--- config.mk ---
export PLATFORM = sky130hd
export DESIGN_NAME = charge_port_session_controller_core
export DESIGN_NICKNAME = d
export VERILOG_FILES = /design/src/cpsc_pkg.sv /design/src/cpsc_cfg.sv /design/src/cpsc_classify.sv /design/src/cpsc_session.sv /design/src/charge_port_session_controller_core.sv
export SDC_FILE = /design/constraint.sdc
export NUM_CORES = 2
export LEC_CHECK = 0
export BUFFER_PORTS_ARGS = -buffer_cell sky130_fd_sc_hd__buf_2
export CAP_MARGIN = 30
export CORE_ASPECT_RATIO = 2
export CORE_MARGIN = 2
export CORE_UTILIZATION = 55
export CTS_CLUSTER_SIZE = 40
export DETAILED_ROUTE_END_ITERATION = 10
export PLACE_DENSITY = 0.83
export SLEW_MARGIN = 10
export SYNTH_ARGS = -nofsm -noshare
export SYNTH_HDL_FRONTEND = slang
export SYNTH_SLANG_ARGS = --single-unit
export TNS_END_PERCENT = 10
--- constraint.sdc ---
create_clock -name aclk -period 7.4 [get_ports aclk]
set_clock_uncertainty 0.05 [all_clocks]
set_input_delay 1.85 -clock aclk [delete_from_list [all_inputs] [get_ports aclk]]
set_output_delay 1.85 -clock aclk [all_outputs]
set_load 0.05 [all_outputs]
--- src/cpsc_pkg.sv ---
// ----------------------------------------------------------------------------
// cpsc_pkg
// Shared types, codes and reset values of the charge port session controller.
// ----------------------------------------------------------------------------
package cpsc_pkg;

    localparam int unsigned CFG_INDEX_W = 3;
    localparam int unsigned CFG_DATA_W  = 26;

    typedef enum logic [CFG_INDEX_W-1:0] {
        REG_OVERLOAD_GAP   = 3'd0,
        REG_FULL_GAP       = 3'd1,
        REG_OVERLOAD_RUNS  = 3'd2,
        REG_FULL_RUNS      = 3'd3,
        REG_PULSES_PER_COIN = 3'd4,
        REG_MS_PER_COIN    = 3'd5,
        REG_REPORT_EVERY   = 3'd6
    } reg_index_t;

    localparam logic [15:0] RST_OVERLOAD_GAP    = 16'd100;
    localparam logic [23:0] RST_FULL_GAP        = 24'd60000;
    localparam logic [7:0]  RST_OVERLOAD_RUNS   = 8'd5;
    localparam logic [7:0]  RST_FULL_RUNS       = 8'd5;
    localparam logic [15:0] RST_PULSES_PER_COIN = 16'd1000;
    localparam logic [25:0] RST_MS_PER_COIN     = 26'd3600000;
    localparam logic [7:0]  RST_REPORT_EVERY    = 8'd10;

    typedef enum logic [1:0] {
        OP_TICK  = 2'd0,
        OP_PULSE = 2'd1,
        OP_START = 2'd2,
        OP_STOP  = 2'd3
    } op_t;

    typedef enum logic [2:0] {
        EV_NONE    = 3'd0,
        EV_STARTED = 3'd1,
        EV_ENERGY  = 3'd2,
        EV_TIME_UP = 3'd3,
        EV_STOPPED = 3'd4,
        EV_REPORT  = 3'd5
    } event_t;

    typedef enum logic [1:0] {
        CLS_NORMAL   = 2'd0,
        CLS_OVERLOAD = 2'd1,
        CLS_FULL     = 2'd2
    } pulse_class_t;

    typedef struct packed {
        logic [15:0] overload_gap_ms;
        logic [23:0] full_gap_ms;
        logic [7:0]  overload_runs;
        logic [7:0]  full_runs;
        logic [15:0] pulses_per_coin;
        logic [25:0] ms_per_coin;
        logic [7:0]  report_every;
    } cfg_t;

    // One accepted item as seen by the processing logic.
    typedef struct packed {
        logic        fire;
        op_t         op;
        logic [7:0]  coins;
        logic        card_session;
    } item_t;

endpackage

--- src/cpsc_cfg.sv ---
// ----------------------------------------------------------------------------
// cpsc_cfg
// Configuration register file, written through the configuration channel.
// ----------------------------------------------------------------------------
module cpsc_cfg (
    input  logic                                aclk,
    input  logic                                aresetn,
    input  logic                                wr_en,
    input  logic [cpsc_pkg::CFG_INDEX_W-1:0]    wr_index,
    input  logic [cpsc_pkg::CFG_DATA_W-1:0]     wr_data,
    output cpsc_pkg::cfg_t                      cfg
);

    cpsc_pkg::cfg_t cfg_reg;
    cpsc_pkg::cfg_t cfg_next;

    always_comb begin
        cfg_next = cfg_reg;
        if (wr_en) begin
            case (wr_index)
                cpsc_pkg::REG_OVERLOAD_GAP:    cfg_next.overload_gap_ms = wr_data[15:0];
                cpsc_pkg::REG_FULL_GAP:        cfg_next.full_gap_ms     = wr_data[23:0];
                cpsc_pkg::REG_OVERLOAD_RUNS:   cfg_next.overload_runs   = wr_data[7:0];
                cpsc_pkg::REG_FULL_RUNS:       cfg_next.full_runs       = wr_data[7:0];
                cpsc_pkg::REG_PULSES_PER_COIN: cfg_next.pulses_per_coin = wr_data[15:0];
                cpsc_pkg::REG_MS_PER_COIN:     cfg_next.ms_per_coin     = wr_data[25:0];
                cpsc_pkg::REG_REPORT_EVERY:    cfg_next.report_every    = wr_data[7:0];
                default: begin
                    // Writes beyond the register list are dropped.
                end
            endcase
        end
    end

    always_ff @(posedge aclk) begin
        if (!aresetn) begin
            cfg_reg.overload_gap_ms <= cpsc_pkg::RST_OVERLOAD_GAP;
            cfg_reg.full_gap_ms     <= cpsc_pkg::RST_FULL_GAP;
            cfg_reg.overload_runs   <= cpsc_pkg::RST_OVERLOAD_RUNS;
            cfg_reg.full_runs       <= cpsc_pkg::RST_FULL_RUNS;
            cfg_reg.pulses_per_coin <= cpsc_pkg::RST_PULSES_PER_COIN;
            cfg_reg.ms_per_coin     <= cpsc_pkg::RST_MS_PER_COIN;
            cfg_reg.report_every    <= cpsc_pkg::RST_REPORT_EVERY;
        end else begin
            cfg_reg <= cfg_next;
        end
    end

    assign cfg = cfg_reg;

endmodule

--- src/cpsc_classify.sv ---
// ----------------------------------------------------------------------------
// cpsc_classify
// Millisecond clock and meter pulse gap classifier with run counters.
// ----------------------------------------------------------------------------
module cpsc_classify (
    input  logic                        aclk,
    input  logic                        aresetn,
    input  cpsc_pkg::item_t             item,
    input  cpsc_pkg::cfg_t              cfg,
    output cpsc_pkg::pulse_class_t      cls_next
);

    logic [31:0] now_ms_reg, now_ms_next;
    logic [31:0] last_pulse_ms_reg, last_pulse_ms_next;
    logic [7:0]  short_run_reg, short_run_next;
    logic [7:0]  long_run_reg, long_run_next;

    logic [31:0] gap;
    logic [7:0]  short_inc;
    logic [7:0]  long_inc;

    assign gap       = now_ms_reg - last_pulse_ms_reg;
    assign short_inc = short_run_reg + 8'd1;
    assign long_inc  = long_run_reg + 8'd1;

    always_comb begin
        now_ms_next        = now_ms_reg;
        last_pulse_ms_next = last_pulse_ms_reg;
        short_run_next     = short_run_reg;
        long_run_next      = long_run_reg;
        cls_next           = cpsc_pkg::CLS_NORMAL;
        if (item.fire) begin
            case (item.op)
                cpsc_pkg::OP_TICK: begin
                    now_ms_next = now_ms_reg + 32'd1;
                end
                cpsc_pkg::OP_PULSE: begin
                    last_pulse_ms_next = now_ms_reg;
                    if (gap < {16'd0, cfg.overload_gap_ms}) begin
                        short_run_next = short_inc;
                        if (short_inc > cfg.overload_runs) begin
                            cls_next       = cpsc_pkg::CLS_OVERLOAD;
                            short_run_next = 8'd0;
                        end
                    end else if (gap > {8'd0, cfg.full_gap_ms}) begin
                        long_run_next = long_inc;
                        if (long_inc > cfg.full_runs) begin
                            cls_next      = cpsc_pkg::CLS_FULL;
                            long_run_next = 8'd0;
                        end
                    end else begin
                        short_run_next = 8'd0;
                        long_run_next  = 8'd0;
                    end
                end
                default: begin
                end
            endcase
        end
    end

    always_ff @(posedge aclk) begin
        if (!aresetn) begin
            now_ms_reg        <= 32'd0;
            last_pulse_ms_reg <= 32'd0;
            short_run_reg     <= 8'd0;
            long_run_reg      <= 8'd0;
        end else begin
            now_ms_reg        <= now_ms_next;
            last_pulse_ms_reg <= last_pulse_ms_next;
            short_run_reg     <= short_run_next;
            long_run_reg      <= long_run_next;
        end
    end

endmodule

--- src/cpsc_session.sv ---
// ----------------------------------------------------------------------------
// cpsc_session
// Session state, coin budgets, card reports and the result register.
// ----------------------------------------------------------------------------
module cpsc_session (
    input  logic                        aclk,
    input  logic                        aresetn,
    input  cpsc_pkg::item_t             item,
    input  cpsc_pkg::cfg_t              cfg,
    input  cpsc_pkg::pulse_class_t      cls_next,
    output logic                        relay_on,
    output logic                        busy_res,
    output logic [2:0]                  event_res,
    output logic [1:0]                  pulse_class,
    output logic [31:0]                 pulse_count,
    output logic                        was_card
);

    logic        active_reg, active_next;
    logic        card_reg, card_next;
    logic [23:0] budget_reg, budget_next;
    logic [33:0] time_left_reg, time_left_next;
    logic [31:0] pulses_reg, pulses_next;
    logic [7:0]  report_run_reg, report_run_next;

    // Result register; it loads only when an item is accepted.
    cpsc_pkg::event_t       event_reg, event_next;
    cpsc_pkg::pulse_class_t cls_reg;

    logic [31:0] pulses_inc;
    logic [7:0]  report_inc;
    logic [33:0] time_dec;
    logic [23:0] coin_budget;
    logic [33:0] coin_time;

    assign pulses_inc  = pulses_reg + 32'd1;
    assign report_inc  = report_run_reg + 8'd1;
    assign time_dec    = (time_left_reg == 34'd0) ? 34'd0 : time_left_reg - 34'd1;
    assign coin_budget = {16'd0, item.coins} * {8'd0, cfg.pulses_per_coin};
    assign coin_time   = {26'd0, item.coins} * {8'd0, cfg.ms_per_coin};

    always_comb begin
        active_next     = active_reg;
        card_next       = card_reg;
        budget_next     = budget_reg;
        time_left_next  = time_left_reg;
        pulses_next     = pulses_reg;
        report_run_next = report_run_reg;
        event_next      = cpsc_pkg::EV_NONE;
        case (item.op)
            cpsc_pkg::OP_TICK: begin
                if (active_reg && !card_reg) begin
                    time_left_next = time_dec;
                    if (time_dec == 34'd0) begin
                        active_next = 1'b0;
                        event_next  = cpsc_pkg::EV_TIME_UP;
                    end
                end
            end
            cpsc_pkg::OP_PULSE: begin
                if (active_reg) begin
                    pulses_next = pulses_inc;
                    if (!card_reg) begin
                        if (pulses_inc >= {8'd0, budget_reg}) begin
                            active_next = 1'b0;
                            event_next  = cpsc_pkg::EV_ENERGY;
                        end
                    end else begin
                        report_run_next = report_inc;
                        if (report_inc >= cfg.report_every) begin
                            report_run_next = 8'd0;
                            event_next      = cpsc_pkg::EV_REPORT;
                        end
                    end
                end
            end
            cpsc_pkg::OP_START: begin
                // A start replaces any running session.
                active_next = 1'b1;
                card_next   = item.card_session;
                pulses_next = 32'd0;
                event_next  = cpsc_pkg::EV_STARTED;
                if (item.card_session) begin
                    budget_next    = 24'd0;
                    time_left_next = 34'd0;
                end else begin
                    budget_next    = coin_budget;
                    time_left_next = coin_time;
                end
            end
            cpsc_pkg::OP_STOP: begin
                if (active_reg) begin
                    active_next = 1'b0;
                    event_next  = cpsc_pkg::EV_STOPPED;
                end
            end
            default: begin
            end
        endcase
    end

    always_ff @(posedge aclk) begin
        if (!aresetn) begin
            active_reg     <= 1'b0;
            card_reg       <= 1'b0;
            budget_reg     <= 24'd0;
            time_left_reg  <= 34'd0;
            pulses_reg     <= 32'd0;
            report_run_reg <= 8'd0;
        end else if (item.fire) begin
            active_reg     <= active_next;
            card_reg       <= card_next;
            budget_reg     <= budget_next;
            time_left_reg  <= time_left_next;
            pulses_reg     <= pulses_next;
            report_run_reg <= report_run_next;
        end
    end

    always_ff @(posedge aclk) begin
        if (item.fire) begin
            event_reg <= event_next;
            cls_reg   <= cls_next;
        end
    end

    // Session fields of the result mirror the session registers after the item.
    assign relay_on    = active_reg;
    assign busy_res    = active_reg;
    assign event_res   = event_reg;
    assign pulse_class = cls_reg;
    assign pulse_count = pulses_reg;
    assign was_card    = card_reg;

endmodule

--- src/charge_port_session_controller_core.sv ---
// ----------------------------------------------------------------------------
// charge_port_session_controller_core
// Session controller for one charging outlet: relay, coin budgets, card
// reports and meter pulse gap alarms.
// ----------------------------------------------------------------------------
// Usage:
//   The s_ channel carries one item per handshake: a millisecond tick, a
//   meter pulse, a session start (coin count and card flag) or a stop.
//   Every accepted item yields exactly one result item on the m_ channel
//   with the relay drive, busy flag, event code, pulse class, pulse count
//   and session kind after that item.
//   The cfg_ channel writes the seven threshold and budget registers by
//   index; it is always ready and should only be used while no item is
//   in flight. Indexes beyond the list are ignored.
//   The result is valid in the cycle after the input handshake. One item is
//   accepted every cycle; the single result register sets that figure, and
//   it is refilled in the same cycle that the receiver takes the old result.
//   When the receiver stalls, the result holds and s_ready stays low.
//   Reset (aresetn low, synchronous) clears the session, the millisecond
//   clock and the run counters, and loads the register defaults.
// ----------------------------------------------------------------------------
module charge_port_session_controller_core (
    input  logic                                aclk,
    input  logic                                aresetn,

    input  logic                                s_valid,
    output logic                                s_ready,
    input  logic [1:0]                          s_operation,
    input  logic [7:0]                          s_coins,
    input  logic                                s_card_session,

    output logic                                m_valid,
    input  logic                                m_ready,
    output logic                                m_relay_on,
    output logic                                m_busy_res,
    output logic [2:0]                          m_event_res,
    output logic [1:0]                          m_pulse_class,
    output logic [31:0]                         m_pulse_count,
    output logic                                m_was_card,

    input  logic                                cfg_valid,
    output logic                                cfg_ready,
    input  logic [cpsc_pkg::CFG_INDEX_W-1:0]    cfg_index,
    input  logic [cpsc_pkg::CFG_DATA_W-1:0]     cfg_data
);

    cpsc_pkg::cfg_t         cfg;
    cpsc_pkg::item_t        item;
    cpsc_pkg::pulse_class_t cls_next;

    logic m_valid_reg, m_valid_next;
    logic s_fire;

    assign cfg_ready = 1'b1;
    assign s_ready   = !m_valid_reg || m_ready;
    assign s_fire    = s_valid && s_ready;

    assign item.fire         = s_fire;
    assign item.op           = cpsc_pkg::op_t'(s_operation);
    assign item.coins        = s_coins;
    assign item.card_session = s_card_session;

    always_comb begin
        m_valid_next = m_valid_reg;
        if (s_fire) begin
            m_valid_next = 1'b1;
        end else if (m_ready) begin
            m_valid_next = 1'b0;
        end
    end

    always_ff @(posedge aclk) begin
        if (!aresetn) begin
            m_valid_reg <= 1'b0;
        end else begin
            m_valid_reg <= m_valid_next;
        end
    end

    assign m_valid = m_valid_reg;

    cpsc_cfg u_cfg (
        .aclk     (aclk),
        .aresetn  (aresetn),
        .wr_en    (cfg_valid && cfg_ready),
        .wr_index (cfg_index),
        .wr_data  (cfg_data),
        .cfg      (cfg)
    );

    cpsc_classify u_classify (
        .aclk     (aclk),
        .aresetn  (aresetn),
        .item     (item),
        .cfg      (cfg),
        .cls_next (cls_next)
    );

    cpsc_session u_session (
        .aclk        (aclk),
        .aresetn     (aresetn),
        .item        (item),
        .cfg         (cfg),
        .cls_next    (cls_next),
        .relay_on    (m_relay_on),
        .busy_res    (m_busy_res),
        .event_res   (m_event_res),
        .pulse_class (m_pulse_class),
        .pulse_count (m_pulse_count),
        .was_card    (m_was_card)
    );

    // A stalled result must block new items so that it is never overwritten.
    a_stall_blocks_input: assert property (
        @(posedge aclk) disable iff (!aresetn)
        (m_valid && !m_ready) |-> !s_ready
    ) else $error("input accepted while result stalled");

    // A start always opens a session and reports it in the next result.
    a_start_result: assert property (
        @(posedge aclk) disable iff (!aresetn)
        (s_fire && s_operation == cpsc_pkg::OP_START) |=>
            (m_valid && m_busy_res && m_event_res == cpsc_pkg::EV_STARTED)
    ) else $error("start did not produce a started result");

    // Session-ending events leave the port idle with the relay off.
    a_end_is_idle: assert property (
        @(posedge aclk) disable iff (!aresetn)
        (m_valid && (m_event_res == cpsc_pkg::EV_ENERGY ||
                     m_event_res == cpsc_pkg::EV_TIME_UP ||
                     m_event_res == cpsc_pkg::EV_STOPPED)) |-> (!m_busy_res && !m_relay_on)
    ) else $error("session end event with port still busy");

    // Reports come only from card sessions.
    a_report_card: assert property (
        @(posedge aclk) disable iff (!aresetn)
        (m_valid && m_event_res == cpsc_pkg::EV_REPORT) |-> (m_was_card && m_busy_res)
    ) else $error("report outside a card session");

endmodule

* Word-level counts from Yosys, hierarchy flattened
Cells that the tools add are included. Widths: inputs -> output; s select.
Storage, ports and cells: register bits 292, bits of input ports 45, output and inout port bits 43, logic and storage cells 110
Operators by class: add/subtract/negate cells 7, multipliers 2, $lt $le $gt $ge 6, equal/unequal tests 13, multiplexer cells 33, bitwise logic cells 1, reduce and logical (&&, ||, !) cells 28
Operator list (number):
- $mux 34 | 3
- $logic_not 34->1 | 2
- $pmux 34 s2 | 1
- $add 32x1->32 const B | 2
- $pmux 32 s2 | 1
- $mux 8 | 6
- $mul 8x26->34 | 1
- $sub 34x1->34 const B | 1
- $ge 32x24->1 | 1
- $gt 32x24->1 | 1
- $lt 32x16->1 | 1
- $mux 32 | 1
- $sub 32x32->32 | 1
- $add 8x1->8 const B | 3
- $mul 8x16->24 | 1
- $mux 24 | 1
- $reduce_and 2->1 | 10
- $gt 8x8->1 | 2
- $mux 3 | 5
- $reduce_and 3->1 | 5
- $pmux 3 s4 | 1
- $mux 2 | 5
- $eq 3x3->1 const B | 3
- $ge 8x8->1 | 1
- other kinds (15) | 31

* Logic depth before layout (Yosys ltp)
depth after elaboration 6, depth in mapped cells 21, depth with buffers taken out 21

* Cells and area by module
A second synthesis with hierarchy kept.
Unflattened totals: cells, all modules 3470, area total of the unflattened synthesis 28424.8 um2
Modules (own cells, without submodules):
- cpsc_session | instances 1, cells each 2127, area an instance 17270.3 um2, seq. area each 2152.1 um2
- cpsc_classify | instances 1, cells each 936, area an instance 6971.7 um2, seq. area each 1601.5 um2
- cpsc_cfg | instances 1, cells each 400, area an instance 4113.9 um2, seq. area each 2122.0 um2
- charge_port_session_controller_core | instances 1, cells each 7, area an instance 68.8 um2, seq. area each 20.0 um2

* Least setup slack after synthesis
No wires, ideal clock.
kind input to register, start input s_coins[7], end register u_session.time_left_reg[29], library setup time 0.130 ns, arrival 6.736 ns, setup slack 0.484 ns, stages on the path 20, path through clkbuf_1 > nand2_1 > fa_1 > fa_1 > inv_1 > fa_1 > inv_1 > fa_1 > inv_1 > ha_1 > o21a_1 > a211oi_1 > o21bai_1 > a2111oi_0 > nor2_1 > a31oi_1 > o21ai_1 > a211oi_1 > or4_1 > o211ai_1
Between the ends: cells in the longest elaborated chain, start to end 3
Ends and longest elaborated chain:
- from (decl) | line charge_port_session_controller_core.sv:29 | input logic [7:0] s_coins,
- $mul 8x26->34 | line cpsc_session.sv:40 | assign coin_time = {26'd0, item.coins} * {8'd0, cfg.ms_per_coin};
- $mux 34 | line cpsc_session.sv:83 | if (item.card_session) begin
- $pmux 34 s2 | line cpsc_session.sv:50 | case (item.op)
- to (signal assigned) | line cpsc_session.sv:114 | time_left_reg <= time_left_next;
- to (decl) | line cpsc_session.sv:22 | logic [33:0] time_left_reg, time_left_next;
No other way between the ends. A chain may end at the register's enable or synchronous reset.

* Worst setup path after layout
start input s_coins[7], end register u_session.time_left_reg[30]
Same word-level chain as after synthesis.

==> run metrics <==
status finished, final reports clean; syn avg cell area 7.93 um2; final hold vios 0; Worst EP arrival approximately 7.3 ns; Tcrit/Tclk final 0.926; leakage 0.0134 uW; Mapped Area 27,800 um2; clk buf depth 3; Starting Density 0.556; max FFs per register around 110; crit-path cells buf_2 -> buf_4 -> and2_1 -> fa_1 -> fa_1 -> fa_1 -> inv_1 -> fa_1 -> inv_1 -> ha_1 -> a21oi_1 -> nor2b_1 -> a21oi_1 -> a21oi_1 -> a41o_1 -> a31oi_1 -> o31ai_1 -> or4b_1 -> a31oi_1 -> o221a_2; fin crit period 6.85 ns; Tot GR Track Use 0.288; Post-Route WL between 70 and 80 mm; Max Cap Viol 0; DP Wirelength approximately 58 mm; P per Cell Area 206 nW/um2; Synth Register Bits just under 300; Slew @ Worst Pin a little under 1 ns; ys flop type dfxtp_1; Hold Crit Class flop to flop; number of enable flip-flop cells after synthesis 5; worst setup path category primary input to flop; DR WL/cell 17.8 um; initial antenna violation count 1; vias in the first global route between 20,000 and 30,000; Finished Layout Cells between 4,000 and 5,000; # placed instances 4,124; pin count of the biggest net entering global routing 85; syn_nets 4,004; Iter 0 DRT Violations 1,539; Die X ~160 um; # IOs 88; RSZ-0062 raised after global routing no; YS warnings 0; IO Port Bufs 86; total power draw 6120 uW; Clk Latency, worst-skew pair 0.58 ns; Core ar. 49,900 um2; CP required 7.88 ns; Final Setup Violations 0; Netlist cell types 100; Nets 4,003; max incr delay on CP around 0.55 ns; synthesis-to-finish area growth 6.88%; buffer count from post-CTS setup fixing 0; first-pass GRT wire length roughly 120 mm; TritonCTS clock tree yes; GRT overflow 0; Slew headroom 0.352; max-slew violation count 0; cell mode on critical path fa_1; clock-pin transition on the worst setup and hold timing paths about 0.07 ns; ys async rst share 0; die footprint ~52,000 um2; fill cell count between 4,000 and 5,000; f_max approximately 0.15 GHz; share of layout cells above drive strength 1 0.0627; Worst Path Max Fanout 17; Syn Inst Count between 3,000 and 4,000; row cnt about 120; Num CTS Buffers 26; Seq/Total Area, Yosys 0.212; vias per inst slightly below 6; H-tree Lvls 1; GP Congestion 0.960; Setup crit start kind primary input; CTS root buf clkbuf_16; DRC 0; Setup crit end kind flop; hold buffers post-CTS 0; CP max-delay cell fa_1; vias after detailed routing about 25,000; Max VDD drop 0.000256 V; Final ANT Viol Nets 0; TritonCTS Sinks between 200 and 300; DR pass1 iterations 6; DIE HEIGHT 322 um; CTS resizes 0
## cell usage after synthesis (all sizes together), types with 9 or more instances
library cell / count / share of area
or3: 25 / 0.0056
o21a: 20 / 0.0054
clkbuf: 128 / 0.017
and2: 255 / 0.058
and4: 10 / 0.0032
o211ai: 34 / 0.0094
o22ai: 14 / 0.0034
a21oi: 266 / 0.048
fa: 229 / 0.17
mux2i: 11 / 0.0041
nand4: 39 / 0.0093
nor2b: 23 / 0.0052
or4: 9 / 0.0026
o31ai: 12 / 0.0037
buf: 31 / 0.0055
a21o: 62 / 0.017
ha: 226 / 0.10
xor2: 59 / 0.019
nand2: 484 / 0.065
a211o: 14 / 0.0044
nand2b: 24 / 0.0054
a22oi: 38 / 0.010
nor4: 30 / 0.0077
nand3: 101 / 0.018
o21ai: 121 / 0.022
a31oi: 18 / 0.0048
xnor2: 80 / 0.025
nor2: 215 / 0.029
a211oi: 17 / 0.0048
dfxtp: 287 / 0.21
nor3: 47 / 0.0086
inv: 436 / 0.059
or2: 12 / 0.0027
and3: 26 / 0.0059
## kinds of logic after synthesis
family / synth area share
AO/OA/AOI/OAI: 0.157
AND/OR/NAND/NOR: 0.234
XOR/XNOR: 0.0438
multiplexers: 0.00491
other: 0.000135
buffers and inverters: 0.0817
adder cells (fa/ha/maj): 0.267
flip-flops: 0.212
## worst paths after layout
path / from / cells past startpoint / to / slack (ns)
max: s_coins[7] / 20 / u_session.time_left_reg[30] / 0.55
min: u_classify.last_pulse_ms_reg[3] / 2 / u_classify.last_pulse_ms_reg[3] / 0.40
max reg2reg: u_cfg.cfg[8] / 19 / u_session.time_left_reg[30] / 1.42
min reg2reg: u_classify.last_pulse_ms_reg[3] / 2 / u_classify.last_pulse_ms_reg[3] / 0.40
## per-stage QoR
stage               setup TNS (ns)  setup slack, ns  utilization  area [um2]  hold slack, ns
floorplan                        0            0.484            -       27800           0.386
global placement                 0            0.117        0.575       28700           0.391
detailed placement        -0.00746         -0.00746        0.576       28800           0.396
CTS                              0            0.567        0.595       29700           0.406
global route                     0            0.233        0.595       29700           0.426
finish                           0            0.546        0.595       29700           0.404
## cell usage in the layout, fill, tap and decap left out, types with 14 or more instances in the layout
| cell | netlist | final |
|---|---|---|
| nor2b_1 | 23 | 23 |
| buf_2 | 14 | 87 |
| dfxtp_1 | 287 | 287 |
| o21a_1 | 20 | 20 |
| o211ai_1 | 33 | 33 |
| o21ai_0 | 111 | 111 |
| fa_1 | 229 | 229 |
| xor2_1 | 59 | 59 |
| inv_1 | 435 | 434 |
| clkbuf_16 | 0 | 27 |
| nor4_1 | 27 | 26 |
| nor2_1 | 214 | 211 |
| a22oi_1 | 38 | 38 |
| buf_4 | 3 | 41 |
| a21o_1 | 62 | 62 |
| a211oi_1 | 16 | 16 |
| xnor2_1 | 80 | 80 |
| and2_1 | 254 | 254 |
| a21oi_1 | 262 | 262 |
| nand3_1 | 101 | 101 |
| a31oi_1 | 16 | 16 |
| and3_1 | 26 | 26 |
| or3_1 | 25 | 25 |
| ha_1 | 226 | 226 |
| nor3_1 | 46 | 44 |
| nand2b_1 | 24 | 24 |
| a211o_1 | 14 | 14 |
| nand4_1 | 38 | 38 |
| nand2_1 | 484 | 484 |
## layout make-up
cell class | count | area (um2) | share of cell area
Clock buffer | 35 | 726 | 0.0244
Clock inverter | 13 | 201 | 0.00678
Timing Repair Buffer | 130 | 769 | 0.0259
Sequential cell | 292 | 5900 | 0.199
Inverter | 436 | 1640 | 0.0553
Antenna cell | 1 | 2.50 | 0.0000843
Tap cell | 649 | 812 | 0.0273
Multi-Input combinational cell | 2617 | 19600 | 0.662
## worst max-delay path, delay by kind of cell
kind            cells  cell delay [ns]
simple gates        3             0.75
compound gates      8             1.78
fa+ha+maj           5             2.46
buf+inv             4             0.48
## power breakdown
part	leakage, uW	internal, uW	switching (uW)
sequential	0.00237	1610	44.5
combinational	0.0105	1200	1730
clock	0.000458	868	659
total	0.0134	3680	2440
## metal layers
layer  global-route usage  vias up  wire length [um]
met5                    0        -                13
met4                0.197        2              5340
met3               0.0358      336              3810
met2                0.545      870             39900
met1                0.288    11900             25300
li1                     -    11600                 -
(Power assumes the default switching activity.)
